**src/rtl/ffaa_pkg.sv**
```systemverilog
package ffaa_pkg;

    // result status codes
    localparam logic [1:0] ST_OK    = 2'd0;
    localparam logic [1:0] ST_NOMEM = 2'd1;
    localparam logic [1:0] ST_FULL  = 2'd2;
    localparam logic [1:0] ST_BAD   = 2'd3;

    // command codes
    localparam logic CMD_ALLOC = 1'b0;
    localparam logic CMD_FREE  = 1'b1;

    // smallest arena a config write may set
    localparam int ARENA_MIN = 4096;

    // per-cycle operation broadcast to the extent cells
    typedef struct packed {
        logic wr;   // load write data at the write index
        logic shl;  // cells at and above the shift index take the right neighbor
        logic shr;  // cells above the shift index take the left neighbor
    } t_cell_op;

endpackage

```
**src/rtl/ffaa_cell.sv**
```systemverilog
module ffaa_cell #(
    parameter int AW = 20,
    parameter int IW = 4,
    parameter int K  = 0
) (
    input  logic              i_clk,
    input  ffaa_pkg::t_cell_op i_op,
    input  logic [IW-1:0]     i_idx_wr,
    input  logic [IW-1:0]     i_idx_sh,
    input  logic [AW-1:0]     i_wr_start,
    input  logic [AW:0]       i_wr_len,
    input  logic [AW-1:0]     i_left_start,
    input  logic [AW:0]       i_left_len,
    input  logic [AW-1:0]     i_right_start,
    input  logic [AW:0]       i_right_len,
    output logic [AW-1:0]     o_start,
    output logic [AW:0]       o_len
);

    logic [AW-1:0] r_start;
    logic [AW:0]   r_len;

    always_ff @(posedge i_clk) begin
        if (i_op.shr && (IW'(K) > i_idx_sh)) begin
            r_start <= i_left_start;
            r_len   <= i_left_len;
        end else if (i_op.shl && (IW'(K) >= i_idx_sh)) begin
            r_start <= i_right_start;
            r_len   <= i_right_len;
        end else if (i_op.wr && (IW'(K) == i_idx_wr)) begin
            r_start <= i_wr_start;
            r_len   <= i_wr_len;
        end
    end

    assign o_start = r_start;
    assign o_len   = r_len;

endmodule

```
**src/rtl/first_fit_arena_allocator_unit.sv**
```systemverilog
// an allocate scans the extent table up to the first fit, then splits or takes it, or
//   carves from the frontier when none fits; a free runs the sanity checks, scans the
//   free extents held (at most FREE_SLOTS), then merges or inserts before the o_done
//   strobe (a free failing the sanity checks ends after them)
// throughput: one item at a time; the extent scan steps one cell per cycle
// a new item may be started in the cycle o_done is high; results cannot be stalled
// reset (synchronous, active low): arena is 2^ARENA_BITS bytes, no free extents,
//   frontier at the arena top less one header, counters cleared
module first_fit_arena_allocator_unit #(
    parameter int ARENA_BITS      = 20,
    parameter int FREE_SLOTS      = 16,
    parameter int HEADER_BYTES    = 8,
    parameter int ALIGN_BYTES     = 16,
    parameter int MIN_SPLIT_BYTES = 16
) (
    input  logic                  i_clk,
    input  logic                  i_rst_n,
    // item channel
    input  logic                  start,
    output logic                  busy,
    input  logic                  i_command,
    input  logic [ARENA_BITS:0]   i_request_size,
    input  logic [ARENA_BITS-1:0] i_block_address,
    input  logic [ARENA_BITS:0]   i_block_size,
    // result channel
    output logic                  o_done,
    output logic [1:0]            o_status,
    output logic [ARENA_BITS-1:0] o_user_address,
    output logic [ARENA_BITS:0]   o_granted_size,
    output logic [ARENA_BITS:0]   o_bytes_in_use,
    output logic [15:0]           o_live_blocks,
    // arena size register
    input  logic                  i_cfg_valid,
    output logic                  o_cfg_ready,
    input  logic [ARENA_BITS:0]   i_cfg_data
);

    localparam int AW = ARENA_BITS;
    localparam int SW = ARENA_BITS + 1;
    localparam int XW = ARENA_BITS + 3;          // headroom for sums of sizes
    localparam int CW = $clog2(FREE_SLOTS + 1);  // extent count and scan index
    localparam int IW = $clog2(FREE_SLOTS);      // cell index
    localparam logic [SW-1:0] ARENA_TOP = SW'(64'd1 << AW);
    localparam logic [15:0]   CNT_MAX   = 16'hFFFF;

    // control states
    localparam logic [2:0] S_IDLE  = 3'd0;
    localparam logic [2:0] S_ASCAN = 3'd1;  // first fit search
    localparam logic [2:0] S_ATAKE = 3'd2;  // split or take the found extent
    localparam logic [2:0] S_FCHK  = 3'd3;  // free sanity checks
    localparam logic [2:0] S_FSCAN = 3'd4;  // overlap and position search
    localparam logic [2:0] S_FDEC  = 3'd5;  // merge, insert or return to frontier

    logic [2:0]    r_state, n_state;
    logic [SW-1:0] r_arena, n_arena;
    logic [CW-1:0] r_count, n_count;
    logic [SW-1:0] r_frontier, n_frontier;
    logic [SW-1:0] r_bytes, n_bytes;
    logic [15:0]   r_alloc_tot, n_alloc_tot;
    logic [15:0]   r_free_tot, n_free_tot;
    logic [CW-1:0] r_k, n_k;

    // latched item
    logic [SW-1:0] r_req, n_req;
    logic [AW-1:0] r_addr, n_addr;
    logic [SW-1:0] r_sz, n_sz;

    // scan findings
    logic          r_found, n_found;
    logic [CW-1:0] r_p, n_p;
    logic [AW-1:0] r_p_start, n_p_start;
    logic [SW-1:0] r_p_len, n_p_len;
    logic [AW-1:0] r_prev_start, n_prev_start;
    logic [SW-1:0] r_prev_len, n_prev_len;

    // result registers
    logic          r_done, n_done;
    logic [1:0]    r_status, n_status;
    logic [AW-1:0] r_ua, n_ua;
    logic [SW-1:0] r_gs, n_gs;

    // cell chain
    ffaa_pkg::t_cell_op w_op;
    logic [IW-1:0] w_idx_wr, w_idx_sh;
    logic [AW-1:0] w_wr_start;
    logic [SW-1:0] w_wr_len;
    logic [AW-1:0] w_cell_start [FREE_SLOTS];
    logic [SW-1:0] w_cell_len   [FREE_SLOTS];

    genvar g;
    generate
        for (g = 0; g < FREE_SLOTS; g++) begin : g_cell
            logic [AW-1:0] w_ls, w_rs;
            logic [SW-1:0] w_ll, w_rl;
            if (g == 0) begin : g_first
                assign w_ls = '0;
                assign w_ll = '0;
            end else begin : g_mid_l
                assign w_ls = w_cell_start[g-1];
                assign w_ll = w_cell_len[g-1];
            end
            if (g == FREE_SLOTS - 1) begin : g_last
                assign w_rs = '0;
                assign w_rl = '0;
            end else begin : g_mid_r
                assign w_rs = w_cell_start[g+1];
                assign w_rl = w_cell_len[g+1];
            end
            ffaa_cell #(.AW(AW), .IW(IW), .K(g)) u_cell (
                .i_clk        (i_clk),
                .i_op         (w_op),
                .i_idx_wr     (w_idx_wr),
                .i_idx_sh     (w_idx_sh),
                .i_wr_start   (w_wr_start),
                .i_wr_len     (w_wr_len),
                .i_left_start (w_ls),
                .i_left_len   (w_ll),
                .i_right_start(w_rs),
                .i_right_len  (w_rl),
                .o_start      (w_cell_start[g]),
                .o_len        (w_cell_len[g])
            );
        end
    endgenerate

    // entry under the scan index
    logic [XW-1:0] w_cs, w_cl;
    assign w_cs = XW'(w_cell_start[r_k[IW-1:0]]);
    assign w_cl = XW'(w_cell_len[r_k[IW-1:0]]);

    // rounded block size: header added, aligned up
    logic [XW-1:0] w_req_pad, w_a;
    assign w_req_pad = XW'(r_req) + XW'(HEADER_BYTES + ALIGN_BYTES - 1);
    assign w_a       = (w_req_pad / XW'(ALIGN_BYTES)) * XW'(ALIGN_BYTES);

    // block being freed
    logic [XW-1:0] w_s, w_sz, w_fr, w_end;
    assign w_s   = XW'(r_addr) - XW'(HEADER_BYTES);
    assign w_sz  = XW'(r_sz);
    assign w_fr  = XW'(r_frontier);
    assign w_end = w_s + w_sz;

    // merge decision terms
    logic [CW-1:0] w_p_eff, w_p_m1;
    logic          w_lo, w_hi;
    logic [XW-1:0] w_ms, w_ml;
    assign w_p_eff = r_found ? r_p : r_count;
    assign w_p_m1  = w_p_eff - CW'(1);
    assign w_lo    = r_found && (XW'(r_p_start) + XW'(r_p_len) == w_s);
    assign w_hi    = (w_p_eff != '0) && (w_end == XW'(r_prev_start));
    assign w_ms    = w_lo ? XW'(r_p_start) : w_s;
    assign w_ml    = (w_lo ? XW'(r_p_len) + w_sz : w_sz) + (w_hi ? XW'(r_prev_len) : '0);

    // remaining extent length on a split, and block start when carving from the frontier
    logic [XW-1:0] w_split_len, w_frontier_new;
    assign w_split_len    = XW'(r_p_len) - w_a;
    assign w_frontier_new = w_fr - w_a;

    logic [SW-1:0] w_cfg_val;
    always_comb begin
        if (i_cfg_data < SW'(ffaa_pkg::ARENA_MIN)) begin
            w_cfg_val = SW'(ffaa_pkg::ARENA_MIN);
        end else if (i_cfg_data > ARENA_TOP) begin
            w_cfg_val = ARENA_TOP;
        end else begin
            w_cfg_val = i_cfg_data;
        end
    end

    always_comb begin
        n_state      = r_state;
        n_arena      = r_arena;
        n_count      = r_count;
        n_frontier   = r_frontier;
        n_bytes      = r_bytes;
        n_alloc_tot  = r_alloc_tot;
        n_free_tot   = r_free_tot;
        n_k          = r_k;
        n_req        = r_req;
        n_addr       = r_addr;
        n_sz         = r_sz;
        n_found      = r_found;
        n_p          = r_p;
        n_p_start    = r_p_start;
        n_p_len      = r_p_len;
        n_prev_start = r_prev_start;
        n_prev_len   = r_prev_len;
        n_done       = 1'b0;
        n_status     = r_status;
        n_ua         = r_ua;
        n_gs         = r_gs;
        w_op         = '0;
        w_idx_wr     = '0;
        w_idx_sh     = '0;
        w_wr_start   = '0;
        w_wr_len     = '0;

        unique case (r_state)
            S_IDLE: begin
                if (start) begin
                    n_req   = i_request_size;
                    n_addr  = i_block_address;
                    n_sz    = i_block_size;
                    n_k     = '0;
                    n_found = 1'b0;
                    n_state = (i_command == ffaa_pkg::CMD_ALLOC) ? S_ASCAN : S_FCHK;
                end else if (i_cfg_valid) begin
                    // new arena size restarts the allocator
                    n_arena     = w_cfg_val;
                    n_count     = '0;
                    n_frontier  = w_cfg_val - SW'(HEADER_BYTES);
                    n_bytes     = '0;
                    n_alloc_tot = '0;
                    n_free_tot  = '0;
                end
            end

            S_ASCAN: begin
                if (r_k == r_count) begin
                    // nothing in the table fits: carve from untouched space
                    n_state = S_IDLE;
                    n_done  = 1'b1;
                    if (w_fr >= w_a) begin
                        n_frontier  = SW'(w_frontier_new);
                        n_bytes     = r_bytes + SW'(w_a);
                        n_alloc_tot = (r_alloc_tot < CNT_MAX) ? r_alloc_tot + 16'd1 : r_alloc_tot;
                        n_status    = ffaa_pkg::ST_OK;
                        n_ua        = AW'(w_frontier_new + XW'(HEADER_BYTES));
                        n_gs        = SW'(w_a);
                    end else begin
                        n_status = ffaa_pkg::ST_NOMEM;
                        n_ua     = '0;
                        n_gs     = '0;
                    end
                end else if (w_cl >= w_a) begin
                    n_p_start = AW'(w_cs);
                    n_p_len   = SW'(w_cl);
                    n_state   = S_ATAKE;
                end else begin
                    n_k = r_k + CW'(1);
                end
            end

            S_ATAKE: begin
                n_state     = S_IDLE;
                n_done      = 1'b1;
                n_status    = ffaa_pkg::ST_OK;
                n_alloc_tot = (r_alloc_tot < CNT_MAX) ? r_alloc_tot + 16'd1 : r_alloc_tot;
                if (XW'(r_p_len) > w_a + XW'(HEADER_BYTES + MIN_SPLIT_BYTES)) begin
                    // split: block comes off the upper end
                    w_op.wr    = 1'b1;
                    w_idx_wr   = r_k[IW-1:0];
                    w_wr_start = r_p_start;
                    w_wr_len   = SW'(w_split_len);
                    n_bytes    = r_bytes + SW'(w_a);
                    n_ua       = AW'(XW'(r_p_start) + w_split_len + XW'(HEADER_BYTES));
                    n_gs       = SW'(w_a);
                end else begin
                    // take whole extent, keep its slack
                    w_op.shl = 1'b1;
                    w_idx_sh = r_k[IW-1:0];
                    n_count  = r_count - CW'(1);
                    n_bytes  = r_bytes + r_p_len;
                    n_ua     = AW'(XW'(r_p_start) + XW'(HEADER_BYTES));
                    n_gs     = r_p_len;
                end
            end

            S_FCHK: begin
                n_ua = '0;
                n_gs = '0;
                if ((XW'(r_addr) < XW'(HEADER_BYTES)) || (r_sz == '0) ||
                    ((w_sz % XW'(ALIGN_BYTES)) != '0) || (w_s < w_fr) ||
                    (w_end > XW'(r_arena) - XW'(HEADER_BYTES)) ||
                    (r_sz > r_bytes)) begin
                    n_state  = S_IDLE;
                    n_done   = 1'b1;
                    n_status = ffaa_pkg::ST_BAD;
                end else begin
                    n_state = S_FSCAN;
                end
            end

            S_FSCAN: begin
                if (r_k == r_count) begin
                    n_state = S_FDEC;
                end else if ((w_s < w_cs + w_cl) && (w_cs < w_end)) begin
                    // double free
                    n_state  = S_IDLE;
                    n_done   = 1'b1;
                    n_status = ffaa_pkg::ST_BAD;
                end else begin
                    n_k = r_k + CW'(1);
                    if (!r_found) begin
                        if (w_cs <= w_s) begin
                            n_found   = 1'b1;
                            n_p       = r_k;
                            n_p_start = AW'(w_cs);
                            n_p_len   = SW'(w_cl);
                        end else begin
                            n_prev_start = AW'(w_cs);
                            n_prev_len   = SW'(w_cl);
                        end
                    end
                end
            end

            S_FDEC: begin
                n_state  = S_IDLE;
                n_done   = 1'b1;
                n_status = ffaa_pkg::ST_OK;
                if (!w_lo && !w_hi && (w_s != w_fr) &&
                    (r_count >= CW'(FREE_SLOTS))) begin
                    n_status = ffaa_pkg::ST_FULL;
                end else begin
                    n_bytes    = r_bytes - r_sz;
                    n_free_tot = (r_free_tot < CNT_MAX) ? r_free_tot + 16'd1 : r_free_tot;
                    if (!w_lo && !w_hi) begin
                        if (w_s == w_fr) begin
                            n_frontier = SW'(w_fr + w_sz);
                        end else begin
                            w_op.shr   = 1'b1;
                            w_op.wr    = 1'b1;
                            w_idx_sh   = w_p_eff[IW-1:0];
                            w_idx_wr   = w_p_eff[IW-1:0];
                            w_wr_start = AW'(w_s);
                            w_wr_len   = r_sz;
                            n_count    = r_count + CW'(1);
                        end
                    end else if (w_ms == w_fr) begin
                        // merged extent is the lowest one: hand it back to the frontier
                        n_frontier = SW'(w_fr + w_ml);
                        n_count    = r_count - ((w_lo && w_hi) ? CW'(2) : CW'(1));
                    end else begin
                        w_op.wr    = 1'b1;
                        w_wr_start = AW'(w_ms);
                        w_wr_len   = SW'(w_ml);
                        if (w_hi) begin
                            w_idx_wr = w_p_m1[IW-1:0];
                            if (w_lo) begin
                                w_op.shl = 1'b1;
                                w_idx_sh = w_p_eff[IW-1:0];
                                n_count  = r_count - CW'(1);
                            end
                        end else begin
                            w_idx_wr = w_p_eff[IW-1:0];
                        end
                    end
                end
            end

            default: begin
                n_state = S_IDLE;
            end
        endcase
    end

    always_ff @(posedge i_clk) begin
        if (!i_rst_n) begin
            r_state     <= S_IDLE;
            r_arena     <= ARENA_TOP;
            r_count     <= '0;
            r_frontier  <= ARENA_TOP - SW'(HEADER_BYTES);
            r_bytes     <= '0;
            r_alloc_tot <= '0;
            r_free_tot  <= '0;
            r_done      <= 1'b0;
            r_found     <= 1'b0;
            r_k         <= '0;
        end else begin
            r_state     <= n_state;
            r_arena     <= n_arena;
            r_count     <= n_count;
            r_frontier  <= n_frontier;
            r_bytes     <= n_bytes;
            r_alloc_tot <= n_alloc_tot;
            r_free_tot  <= n_free_tot;
            r_done      <= n_done;
            r_found     <= n_found;
            r_k         <= n_k;
        end
    end

    // item and result payload, no reset needed
    always_ff @(posedge i_clk) begin
        r_req        <= n_req;
        r_addr       <= n_addr;
        r_sz         <= n_sz;
        r_p          <= n_p;
        r_p_start    <= n_p_start;
        r_p_len      <= n_p_len;
        r_prev_start <= n_prev_start;
        r_prev_len   <= n_prev_len;
        r_status     <= n_status;
        r_ua         <= n_ua;
        r_gs         <= n_gs;
    end

    assign busy           = (r_state != S_IDLE);
    // arena size is taken only when idle and no item is offered
    assign o_cfg_ready    = (r_state == S_IDLE) && !start;
    assign o_done         = r_done;
    assign o_status       = r_status;
    assign o_user_address = r_ua;
    assign o_granted_size = r_gs;
    assign o_bytes_in_use = r_bytes;
    assign o_live_blocks  = (r_alloc_tot >= r_free_tot) ? r_alloc_tot - r_free_tot : 16'd0;

endmodule

```
**config.mk**
```make
export PLATFORM = sky130hd
export DESIGN_NAME = first_fit_arena_allocator_unit
export DESIGN_NICKNAME = d
export VERILOG_FILES = /design/src/rtl/ffaa_pkg.sv /design/src/rtl/ffaa_cell.sv /design/src/rtl/first_fit_arena_allocator_unit.sv
export SDC_FILE = /design/constraint.sdc
export NUM_CORES = 2
export LEC_CHECK = 0
export BUFFER_PORTS_ARGS = -buffer_cell sky130_fd_sc_hd__buf_2
export CORE_MARGIN = 5
export CORE_UTILIZATION = 35
export CTS_BUF_LIST = sky130_fd_sc_hd__clkbuf_16
export DETAILED_ROUTE_END_ITERATION = 7
export PLACE_DENSITY = 0.59
export SKIP_CTS_REPAIR_TIMING = 1
export SYNTH_ARGS = -nofsm -noshare
export SYNTH_HDL_FRONTEND = slang
export SYNTH_SLANG_ARGS = --single-unit
```
**constraint.sdc**
```tcl
create_clock -name i_clk -period 15.2 [get_ports i_clk]
set_clock_uncertainty 0.2 [all_clocks]
set_input_delay 3.04 -clock i_clk [delete_from_list [all_inputs] [get_ports i_clk]]
set_output_delay 3.04 -clock i_clk [all_outputs]
set_load 0.05 [all_outputs]
```
# After elaboration in Yosys (flattened, before gate mapping)
# Cells that the tools add are included.
# totals
in_bits	88
mem_bits_ro	0
mem_count	0
out_inout_bits	83
latch_bits	0
word_cells	534
mem_bits_rw	0
regBits	958
# classes
eq_ne	50
reduce_logical	112
n_div	0
addsub	29
muxes	235
n_lt_le_gt_ge	49
shift	0
bitwise_logic	6
mul	0
# ops
operator	count
$mux 21	81
$mux 20	63
$mux 16	8
$add 21x21->21	6
$pmux 21 s3	2
$bmux 21 s4	1
$pmux 21 s2	2
$pmux 21 s4	1
$bmux 20 s4	1
$pmux 20 s2	2
$mux 5	15
$reduce_bool 3->1	21
$sub 21x21->21	3
$add 20x4->20 const B	3
$pmux 20 s3	1
$logic_and 1x1->1	56
$mux 4	12
$pmux 16 s3	1
$eq 23x21->1	2
$add 20x21->22	2
$ge 21x22->1	2
$ne 2x2->1 const B	17
$add 16x1->16 const B	2
$eq 4x4->1 const A	8
76 further kinds	169

# Logic depth before layout (Yosys ltp)
# logic_depth
ltp_word	15
mapped_depth	43

# Hierarchy
# Synthesis repeated with hierarchy kept, for this count alone.
# unflattened
cells_unflattened	7266
area_unflattened_um2	76258.1
# modules_own_cells
module	area_per_inst_um2	n_inst	seq_area_each_um2	cells_each
first_fit_arena_allocator_unit	36150.9	1	7967.6	4036
ffaa_cell at g_cell[9].u_cell	3103.0	1	1231.2	285
ffaa_cell at g_cell[6].u_cell	2882.8	1	1231.2	245
ffaa_cell at g_cell[13].u_cell	2706.3	1	1231.2	201
ffaa_cell at g_cell[10].u_cell	2605.0	1	1231.2	257
ffaa_cell at g_cell[7].u_cell	2602.5	1	1231.2	138
ffaa_cell at g_cell[11].u_cell	2600.0	1	1231.2	138
ffaa_cell at g_cell[15].u_cell	2543.7	1	1231.2	137
ffaa_cell at g_cell[8].u_cell	2513.7	1	1231.2	239
ffaa_cell at g_cell[5].u_cell	2494.9	1	1231.2	244
ffaa_cell at g_cell[14].u_cell	2493.6	1	1231.2	201
ffaa_cell at g_cell[4].u_cell	2393.5	1	1231.2	238
ffaa_cell at g_cell[1].u_cell	2389.8	1	1231.2	199
ffaa_cell at g_cell[2].u_cell	2331.0	1	1231.2	243
+3 rows	--	--	--	--

# Worst setup path after synthesis
# No wires, ideal clock.
# synth_timing
kind	register to register
from	reg r_k[0]
to	reg r_prev_len[0] (enable)
path_buffers	5
synth_period_minus_slack_ns	11.185
t_required_ns	14.501
path_stages_with_launch	33
slack_ns	4.015
setup_time_ns	0.499
arrival_ns	10.486
path_cell_list	dfxtp_1 > clkbuf_1 > clkbuf_1 > clkbuf_1 > buf_1 > buf_1 > mux4_2 > mux4_2 > fa_1 > a21o_1 > a21oi_1 > o21bai_1 > a21oi_1 > o21bai_1 > a21oi_1 > o21bai_1 > a21oi_1 > o21bai_1 > a21oi_1 > o21bai_1 > a21oi_1 > o21ai_0 > or4_1 > nand2_1 > xor2_1 > ha_1 > o21ai_0 > nand2b_1 > a31o_2 > a21oi_1 > o21ai_0 > nand2_1 > nor3b_1
# synth_between
elab_chain_cells	9
elab_cells_between_ends	17
classes_between	add/sub (1); order compare (3); eq/ne (1); mux (6); bitwise (4); reduce/logical (2)
# synth_rtl
item	line_no	source
start: declaration	first_fit_arena_allocator_unit.sv:61	logic [CW-1:0] r_k, n_k;
start signal: assignment	first_fit_arena_allocator_unit.sv:380	r_k <= n_k;
$not 4->5 (implied by the code)	first_fit_arena_allocator_unit.sv:128, first_fit_arena_allocator_unit.sv:129	
$bmux 20 s4 or $bmux 21 s4 (tied branches)	first_fit_arena_allocator_unit.sv:128, first_fit_arena_allocator_unit.sv:129	
$mux 20 (implied by the code) or $mux 21 (tied branches) (2 in series)	first_fit_arena_allocator_unit.sv:128, first_fit_arena_allocator_unit.sv:129	
$add 20x21->22	first_fit_arena_allocator_unit.sv:287	end else if ((w_s < w_cs + w_cl) && (w_cs < w_end)) begin
$lt 23x22->1	first_fit_arena_allocator_unit.sv:287	
$logic_and 1x1->1	first_fit_arena_allocator_unit.sv:287	
$not 1->1 (no line)	--	
$reduce_and 5->1 (no line) (*)	--	
end signal: assignment	first_fit_arena_allocator_unit.sv:393	r_prev_len <= n_prev_len;
end: declaration	first_fit_arena_allocator_unit.sv:74	logic [SW-1:0] r_prev_len, n_prev_len;
# Every way passes the cells marked *; elsewhere a longest branch is shown, timed or not. The select of a mux whose other input is x is not followed.
# A chain may end at the register's enable or synchronous reset.

# Final worst setup path
# layout_timing
from	reg r_addr[3]
to	reg g_cell[1].u_cell.r_len[20] (data pin)
# layout_between
elab_chain_cells	14
elab_cells_between_ends	46
classes_between	add/sub (3); order compare (2); eq/ne (5); mux (27); reduce/logical (9)
# layout_rtl
item	line_no	source
start: declaration	first_fit_arena_allocator_unit.sv:65	logic [AW-1:0] r_addr, n_addr;
start signal: assignment	first_fit_arena_allocator_unit.sv:387	r_addr <= n_addr;
$sub 20x4->21 (*)	first_fit_arena_allocator_unit.sv:138	assign w_s = XW'(r_addr) - XW'(HEADER_BYTES);
parallel branches: the longest is 12 deep, another holds $add 21x22->23	--	
$mux 21 (*)	ffaa_cell.sv:24	if (i_op.shr && (IW'(K) > i_idx_sh)) begin
end signal: assignment	ffaa_cell.sv:26	r_len <= i_left_len;
end signal: assignment	ffaa_cell.sv:29	r_len <= i_right_len;
end signal: assignment	ffaa_cell.sv:32	r_len <= i_wr_len;
end: declaration	ffaa_cell.sv:21	logic [AW:0] r_len;
# Every way passes the cells marked *. The select of a mux whose other input is x is not followed.

==> run metrics <==
internal power 5.330 mW; CTS Root Cell clkbuf_16; num ports 171; final non-filler cell total 9582; TritonCTS Buffers 111; status complete, no violations; fmax 0.08508 GHz; Final setup viols 0; Hold Path Class reg -> reg; final period utilization 77.32%; Final Util around 39%; die height 458.8 um; dpl hpwl 191400 um; area leader, netlist edfxtp_1; clk_lat worst skew 0.79 ns; Final Hold Fails 0; post-synth top area share about 36%; final worst slack between 3 and 4 ns; Worst path max stage delay about 0.72 ns; worst IR drop on VDD around 93 uV; post-place setup slack 3.631 ns; unrepaired setup endpoints after global routing no; CTS tree built; Buffers on Ports 170; final wirelength about 290000 um; DP Cell Count ~9.4k; Power Total 8.181 mW; Seq pwr share 39.4%; Startpoint Class flop; Starting Density a little over a third; final critical-path required period 11.75 ns; Pwr per Cell Area 104.9 mW/mm^2; crit path max fanout 29; syn_area_per_cell just over 10 um^2; first-pass GRT wire length between 400000 and 500000 um; Placer Congestion 0.9920; die area 0.2105 mm^2; Worst Path Required approximately 16 ns; # clock sinks approximately 960; CP max-delay cell xor2_1; Vias 59.50k; final slew viol count 0; most frequent cells after synthesis 848 x edfxtp_1, 632 x nand2_1, 421 x o21ai_0; Clock Power Share 32.4%; actual slew at the worst max-slew pin 1.281 ns; critical path endpoint category flop; DRT Pass-1 Iters 7; Clock transition at path regs 0.06 ns; NetSw 2.851 mW; initial antenna violation count 7; WS Path Type reg -> reg; Seq/Total Area, Yosys 39.25%; vias in the first global route 56.63k; fillers 19.45k; most common cell in the synthesized netlist edfxtp_1; CP top delay family simple AND/OR/NAND/NOR gates; Leak Pwr slightly below 30 nW; Hold Slack 0.2602 ns; # rows 164; Sw Share 34.85%; share of cells above drive strength 1 between 15 and 20%; Area Growth Syn to Fin 10.67%; Gate Count Post-Synth between 6k and 7k; WP data arrival approximately 12 ns; Comb power frac 28.1%; DR vias/cell 6.210; pin count of the biggest net entering global routing 94; Final Instance Area 0.07800 mm^2; YS warnings 0; core area 0.2001 mm^2; asr flop ratio synth 0%; final antenna-violating net count 0; placed instance area roughly 0.075 mm^2; Max-Cap Viols 0; H-tree depth 3; ys flop type edfxtp_1; GR Overflow Total 0; WL/cell roughly 30 um; post-synth cell types 109; largest cells by area after synthesis edfxtp_1 36%, ha_1 7.4%, mux4_2 6.6%; Die Width 458.8 um; relative slew slack 13.96%; worst path buffer plus inverter count 2; DR iter-0 viols 7174; Clock Tree Buf Depth 3; Syn Nets ~7.3k; EDFF count, synth about 850; # nets final about 7.3k; Cell Area, Synth slightly above 0.07 mm^2; DRC 0; setup TNS 0 ns; Yosys reg bits 958; Tot GR Track Use 26.22%
[sequential cells by signal (all words and copies together), names as in the netlist]
name                   cells
r_p_start                 20
r_sz                      21
r_addr                    20
r_prev_len                21
o_status                   2
g_cell.u_cell.o_len      336
r_arena                   21
o_bytes_in_use            21
r_p_len                   21
r_p                        5
r_found                    1
r_k                        5
r_frontier                21
r_prev_start              20
o_done                     1
r_free_tot                16
r_req                     21
r_alloc_tot               16
g_cell.u_cell.o_start    320
o_granted_size            21
o_user_address            20
r_state                    3
r_count                    5
[cell families after synthesis]
group                    share of synthesized area [%]
buffers and inverters                            4.509
adder cells (fa/ha/maj)                          7.821
multiplexers                                     16.90
flip-flops                                       39.25
XOR/XNOR                                         4.745
AO/OA/AOI/OAI                                    14.90
AND/OR/NAND/NOR                                  11.88
[layout make-up]
class	instances	area [um^2]	area share (%)
Multi-Input combinational cell	5076	40080	51.38
Sequential cell	958	27680	35.48
Tap cell	2656	3323	4.261
Clock buffer	111	2778	3.561
Timing Repair Buffer	340	2152	2.759
Inverter	341	1282	1.644
Clock inverter	96	699.4	0.8967
Antenna cell	4	10.01	0.01283
[worst min-delay path: cells and delay by family (launching register included)]
family           cells  cell delay, ns
AND/OR/NAND/NOR      1            0.05
AO/OA/AOI/OAI        1            0.05
flip-flops           1            0.31
[routing by layer]
metal,up-vias,global-route usage [%],part of all wire [%]
met2,3648,39.74,43
li1,25700,-,-
met1,29390,34.88,40
met4,2,14.02,6.3
met5,-,0,0.0045
met3,767,5.996,11
[final timing paths]
kind,slack (ns),cells after the start,start,endpoint
max,3.45,34,r_addr[3],g_cell[1].u_cell.o_len[20]
min,0.26,2,r_arena[1],r_arena[1]
max reg2reg,3.45,34,r_addr[3],g_cell[1].u_cell.o_len[20]
min reg2reg,0.26,2,r_arena[1],r_arena[1]
[cells in the final DEF (no fill, tap or decap), types with 49 or more instances in the layout]
cell type	synthesis	layout
a31oi_1	65	62
nor2_1	334	329
o21a_1	61	59
clkbuf_16	0	111
mux2_2	292	292
a211o_1	58	50
a21oi_1	334	331
a21o_1	85	83
nand3_1	176	174
mux2i_1	400	400
a211oi_1	53	53
o21ai_0	421	416
xnor2_1	214	213
xor2_1	130	130
edfxtp_1	848	848
o21ai_1	127	124
nor2b_1	51	49
nand2_1	632	630
dfxtp_1	110	106
mux4_2	205	205
o31ai_1	56	54
ha_1	415	415
and3_1	52	50
nor3_1	178	175
inv_1	338	370
buf_4	36	168
buf_2	71	170
nand4_1	58	58
[power groups by stage]
stage                     combinational (mW)  sequential, mW  clock (mW)
after global routing                    2.45            3.23        2.78
after CTS                               2.25            3.22        2.69
final                                   2.30            3.23        2.65
after floorplan                         1.46            3.28           0
after global placement                  2.22            3.27           0
after detailed placement                2.24            3.27           0
No activity file was read; power rests on OpenSTA's default activity.
